[config.mk]
export PLATFORM = sky130hd
export DESIGN_NAME = hjg_controller
export DESIGN_NICKNAME = d
export VERILOG_FILES = /design/src/rtl/core/hjg_pkg.sv /design/src/rtl/core/hjg_controller.sv
export VERILOG_INCLUDE_DIRS = /design/src /design/src/rtl/core
export SDC_FILE = /design/constraint.sdc
export NUM_CORES = 1
export LEC_CHECK = 0
export ABC_AREA = 0
export BUFFER_PORTS_ARGS = -buffer_cell sky130_fd_sc_hd__buf_2
export CAP_MARGIN = 20
export CORE_AREA = 5 5 42 44
export CTS_CLUSTER_DIAMETER = 200
export CTS_CLUSTER_SIZE = 24
export DETAILED_ROUTE_END_ITERATION = 12
export DIE_AREA = 0 0 47 49
export GPL_ROUTABILITY_DRIVEN = 0
export PLACE_DENSITY = 0.43
export SETUP_SLACK_MARGIN = 0.5
export SLEW_MARGIN = 20
export SYNTH_ARGS = -nofsm -noshare
export SYNTH_HDL_FRONTEND = slang
export SYNTH_SLANG_ARGS = --single-unit
[constraint.sdc]
create_clock -name aclk -period 2.45 [get_ports aclk]
set_clock_uncertainty 0.05 [all_clocks]
set_input_delay 0.49 -clock aclk [delete_from_list [all_inputs] [get_ports aclk]]
set_output_delay 0.49 -clock aclk [all_outputs]
set_load 0.01 [all_outputs]
[src/rtl/core/assert_macros.svh]
// Assertion macros shared by the jitter generator RTL.
`ifndef ASSERT_MACROS_SVH
`define ASSERT_MACROS_SVH

// Consequent checked in the same cycle as the antecedent.
`define ASSERT_SAME(label, clk, rstn, ante, cons) \
    label: assert property (@(posedge clk) disable iff (!rstn) (ante) |-> (cons)) \
        else $error("assertion failed");

// Consequent checked in the cycle after the antecedent.
`define ASSERT_NEXT(label, clk, rstn, ante, cons) \
    label: assert property (@(posedge clk) disable iff (!rstn) (ante) |=> (cons)) \
        else $error("assertion failed");

`endif

[src/rtl/core/hjg_pkg.sv]
// Package: types, constants and arithmetic helpers of the jitter generator.
package hjg_pkg;

    localparam int INDEX_BITS    = 32;
    localparam int FRACTION_BITS = 24;
    localparam int OUT_W         = 24;
    localparam int FRAME_W       = 31;
    localparam int LAST_W        = 32;
    localparam int MODE_W        = 2;

    localparam logic [MODE_W-1:0] MODE_TEMPORAL = 2'd2;

    function automatic int trit_count(input int bits);
        logic [63:0] p;
        int n;
        p = 64'd1;
        n = 0;
        for (int k = 0; k < 64; k++) begin
            if (p <= ((64'd1 << bits) - 64'd1)) begin
                p = p * 64'd3;
                n++;
            end
        end
        return n;
    endfunction

    localparam int TRITS     = trit_count(INDEX_BITS);
    localparam int TRIT_IDX_W = $clog2(TRITS);

    localparam int DIV3_IN_W  = FRACTION_BITS + 2;
    localparam int DIV3_SHIFT = FRACTION_BITS + 4;
    localparam int DIV3_K_W   = DIV3_SHIFT - 1;
    localparam logic [DIV3_K_W-1:0] DIV3_K =
        DIV3_K_W'((((64'd1 << DIV3_SHIFT) + 64'd2) / 64'd3));

    typedef logic signed [OUT_W-1:0] jitter_t;
    typedef logic [1:0] trit_t;

    typedef enum logic [1:0] {
        ST_IDLE,
        ST_DIGITS,
        ST_STORE,
        ST_OUTPUT
    } state_t;

    typedef struct packed {
        logic accept;
        logic step;
        logic store_y;
        logic load_out;
    } dp_cmd_t;

    typedef struct packed {
        logic advance;
        logic last_digit;
    } dp_status_t;

    function automatic logic [FRACTION_BITS-1:0] div3(input logic [DIV3_IN_W-1:0] x);
        logic [DIV3_IN_W+DIV3_K_W-1:0] prod;
        prod = DIV3_IN_W'(x) * DIV3_K;
        return FRACTION_BITS'(prod >> DIV3_SHIFT);
    endfunction

    function automatic logic [FRACTION_BITS-1:0] rev_fixed(input logic [INDEX_BITS-1:0] idx);
        logic [INDEX_BITS+FRACTION_BITS-1:0] w;
        w = '0;
        for (int k = 0; k < INDEX_BITS; k++) begin
            w[INDEX_BITS+FRACTION_BITS-1-k] = idx[k];
        end
        return w[INDEX_BITS+FRACTION_BITS-1:INDEX_BITS];
    endfunction

    function automatic jitter_t to_jitter(input logic [FRACTION_BITS-1:0] r);
        logic [FRACTION_BITS-1:0] c;
        c = r;
        c[FRACTION_BITS-1] = ~r[FRACTION_BITS-1];
        return OUT_W'(signed'(c));
    endfunction

endpackage

[src/rtl/core/hjg_controller.sv]
// Controller: sequences acceptance, the base-3 digit loop and the output register.
`include "assert_macros.svh"

module hjg_controller
    import hjg_pkg::*;
(
    input  logic       aclk,
    input  logic       aresetn,
    input  logic       s_valid,
    output logic       s_ready,
    output logic       m_valid,
    input  logic       m_ready,
    input  dp_status_t status,
    output dp_cmd_t    cmd
);

    state_t state_reg;
    state_t state_next;
    logic   m_valid_reg;
    logic   m_valid_next;
    logic   accept;

    assign accept = s_valid && s_ready;

    always_comb begin
        state_next = state_reg;
        case (state_reg)
            ST_IDLE: begin
                if (accept) begin
                    state_next = status.advance ? ST_DIGITS : ST_OUTPUT;
                end
            end
            ST_DIGITS: begin
                if (status.last_digit) begin
                    state_next = ST_STORE;
                end
            end
            ST_STORE: begin
                state_next = ST_OUTPUT;
            end
            ST_OUTPUT: begin
                if (!m_valid_reg || m_ready) begin
                    state_next = ST_IDLE;
                end
            end
            default: begin
                state_next = ST_IDLE;
            end
        endcase
    end

    always_comb begin
        s_ready      = 1'b0;
        cmd          = '0;
        case (state_reg)
            ST_IDLE: begin
                s_ready    = 1'b1;
                cmd.accept = s_valid;
            end
            ST_DIGITS: begin
                cmd.step = 1'b1;
            end
            ST_STORE: begin
                cmd.store_y = 1'b1;
            end
            ST_OUTPUT: begin
                cmd.load_out = !m_valid_reg || m_ready;
            end
            default: begin
                cmd = '0;
            end
        endcase
    end

    always_comb begin
        if (cmd.load_out) begin
            m_valid_next = 1'b1;
        end else if (m_ready) begin
            m_valid_next = 1'b0;
        end else begin
            m_valid_next = m_valid_reg;
        end
    end

    always_ff @(posedge aclk) begin
        if (!aresetn) begin
            state_reg   <= ST_IDLE;
            m_valid_reg <= 1'b0;
        end else begin
            state_reg   <= state_next;
            m_valid_reg <= m_valid_next;
        end
    end

    assign m_valid = m_valid_reg;

    `ASSERT_SAME(a_valid_from_output, aclk, aresetn, $rose(m_valid_reg),
        $past(state_reg) == ST_OUTPUT)
    `ASSERT_NEXT(a_advance_runs_digits, aclk, aresetn, accept && status.advance,
        state_reg == ST_DIGITS)
    `ASSERT_NEXT(a_last_digit_stores, aclk, aresetn,
        (state_reg == ST_DIGITS) && status.last_digit, state_reg == ST_STORE)

endmodule

==> key figures <==
Synth
  – Post-synth top cells: ha_1 (4), inv_1 (4), dfxtp_1 (3)
  – Post-synthesis xor/xnor area fraction: 0%
  – Ys async rst share: 0%
  – YS warnings: 0
  – Post-synthesis adder-cell area fraction: a little over a fifth
  – Yosys top cell by area: dfxtp_1
  – Netlist cell types: 13
  – Sequential area share after synthesis: between 20% and 30%
  – Post-synthesis mux area share: approximately 8.6%
  – Post-synth top flop: dfxtp_1
  – Top cells by area, synth: dfxtp_1 (26%), ha_1 (22%), mux2i_1 (8.6%)
  – Gate Count Post-Synth: 26
  – Compound-Gate Fraction of Synth Area: between 10% and 20%
  – Largest family of logic cells by synthesized area: adder cells
  – Syn_area_per_cell: between 8 and 9 µm²
  – Top-area cell type share of the netlist area: between 20% and 30%
  – Synth Register Bits: 3
  – EDFF count, synth: 0
  – Net count after synthesis: 36
  – Synthesized area: 233 µm²
  – Simple-gate area share of the yosys netlist: between 10% and 20%

Floorplanning
  – Die width: 47 µm
  – # IOs: 12
  – Row count: 14
  – Starting density of the core: between 15 and 20%
  – Die Ht: between 40 and 50 µm
  – Core area: ~1400 µm²
  – Die ar.: 2300 µm²

Worst setup path
  – Critical Path RT: roughly 1.9 ns
  – Critical Path End Type: primary output
  – CP max FO: 6
  – Setup CP Type: reg -> out
  – Startpoint Class: flip-flop
  – Critical path's largest stage delay: between 0.3 and 0.4 ns
  – Worst path slowest cell: dfxtp_1
  – Arr. time, crit path: 1.25 ns
  – CP Cell Sequence: inv_1, ha_1, and2_2, buf_2
  – Setup slack, reg-to-reg: about 0.9 ns

Clocking
  – Resized Gates After CTS: 0
  – Clock Sinks: 3
  – H-tree depth: 1
  – Clock Latency Late Sink: 0.23 ns
  – Setup Buffers After CTS: 0
  – Root Buffer: clkbuf_4
  – Clk pin slew, worst setup/hold paths: about 0.030 ns
  – CTS Hold Buffers Added: 0
  – CTS buffer count: 3
  – CTS Buffer Depth: 2
  – CTS tree: built

Route
  – Routed wire length per instance: between 8 and 9 µm
  – Via/cell ratio: 3.62
  – DR vias: roughly 200
  – Drt first pass iters: 4
  – WL final: ~480 µm
  – Initial DRC count: 5
  – Post-route antenna net violation count: 0
  – DR DRC count: 0

STA
  – Hold Fails Final Rpt: 0
  – Hold Slack: roughly 0.45 ns
  – FMAX: ~560 MHz
  – Max_slew headroom: between 60 and 70%
  – Fin crit share: between 70% and 80%
  – RSZ-0062 raised after global routing: no
  – Max-slew violation count: 0
  – Final TNS setup: 0 ns
  – Final setup vio count: 0
  – Final min period: 1.79 ns
  – Worst slew pin tran: approximately 0.49 ns

Power
  – Design internal power: approximately 210 µW
  – VDD IR max: 237 µV
  – Flop pwr share: 24.5%
  – Net Sw Power: 127 µW
  – Switch share: a little under two fifths
  – Clock power share: around a quarter
  – Pleak: between 0.00015 and 0.0002 µW
  – Combinational Power Share: between 50 and 60%
  – PD cells: ~1100 nW/µm²
  – Pwr Total: about 340 µW

Hold path
  – Worst hold path type: reg -> reg

Global routing
  – Total grt overflow: 0
  – Pin count of the biggest net entering global routing: 7
  – Antenna violations before repair: 0
  – Total track usage: ~4.8%
  – Vias in the first global route: between 150 and 200
  – Global-route wire length before repair: ~730 µm

Flow run
  – Max-capacitance violation count: 0

Finish
  – Fraction of layout cells with a size suffix above 1: around 44%
  – Layout area overhead: 37.1%
  – Max reg flops: 2
  – Antenna cells: 0
  – Final #Nets: 50

Status
  – Status: finished clean

Place
  – Dpl hpwl: between 400 and 500 µm
  – Port Buffers: 11
[kinds of logic (layout without fill, tap and decap cells)]
logic type / count (synthesis) / after routing
muxes: 2 / 2
buffers and inverters: 6 / 19
and+or+nand+nor: 7 / 7
DFF: 3 / 3
adders and majority gates: 4 / 4
AOI/OAI and AO/OA: 4 / 4
[power by group through the flow]
stage	clock network [µW]	registers, µW	logic (µW)
after floorplan	0	80.0	133
after global routing	95.2	85.9	193
after CTS	90.6	83.8	175
after detailed placement	0	84.2	176
after global placement	0	81.9	175
final	85.6	83.2	170
[layer usage]
layer | wire length [µm] | global-route usage (%) | up-vias
met1 | 210 | 4.38 | 80
met5 | 0 | 0 | -
met4 | 0 | 4.15 | 0
met2 | 176 | 5.88 | 12
met3 | 90 | 4.80 | 0
li1 | - | - | 107
[through the flow]
step	util [%]	setup slack, ns	cells	cell area (µm²)
after CTS	22.8	0.639	55	319
after global placement	20.9	0.904	51	293
after global routing	22.8	0.570	55	319
final	22.8	0.657	55	319
after floorplan	-	0.921	26	233
after detailed placement	20.9	0.861	51	293
[layout make-up]
cell class | instances | area, µm²
Multi-Input combinational cell | 17 | 143
Clock buffer | 4 | 26.3
Tap cell | 16 | 20.0
Fill cell | 169 | 1080
Sequential cell | 3 | 60.1
Inverter | 4 | 15.0
Timing Repair Buffer | 11 | 55.1
[worst paths after layout]
| kind | startpoint | end | depth (start not counted) |
|---|---|---|---|
| worst min register to register | state_reg[0] | state_reg[0] | 2 |
| worst max register to register | state_reg[0] | state_reg[1] | 4 |
| worst min-delay path | state_reg[0] | state_reg[0] | 2 |
| worst max-delay path | state_reg[0] | cmd[3] | 4 |
[critical path: cells and delay by family (launching register included)]
| kind | cells | cell delay (ns) |
|---|---|---|
| flip-flops | 1 | 0.38 |
| adder cells (fa/ha/maj) | 1 | 0.25 |
| AND/OR/NAND/NOR | 1 | 0.18 |
| buffers and inverters | 2 | 0.21 |
[cell usage in the layout (no fill, tap or decap)]
master and instances:
ha_1 4, nor2b_1 2, inv_1 4, clkbuf_4 3, and2_2 1, buf_2 11, and2b_2 1, o21a_1 1
dfxtp_1 3, clkbuf_1 1, o21ai_0 2, nor2b_2 1, mux2i_1 2, a222oi_1 1, nand2_1 2
(Power assumes the default switching activity.)
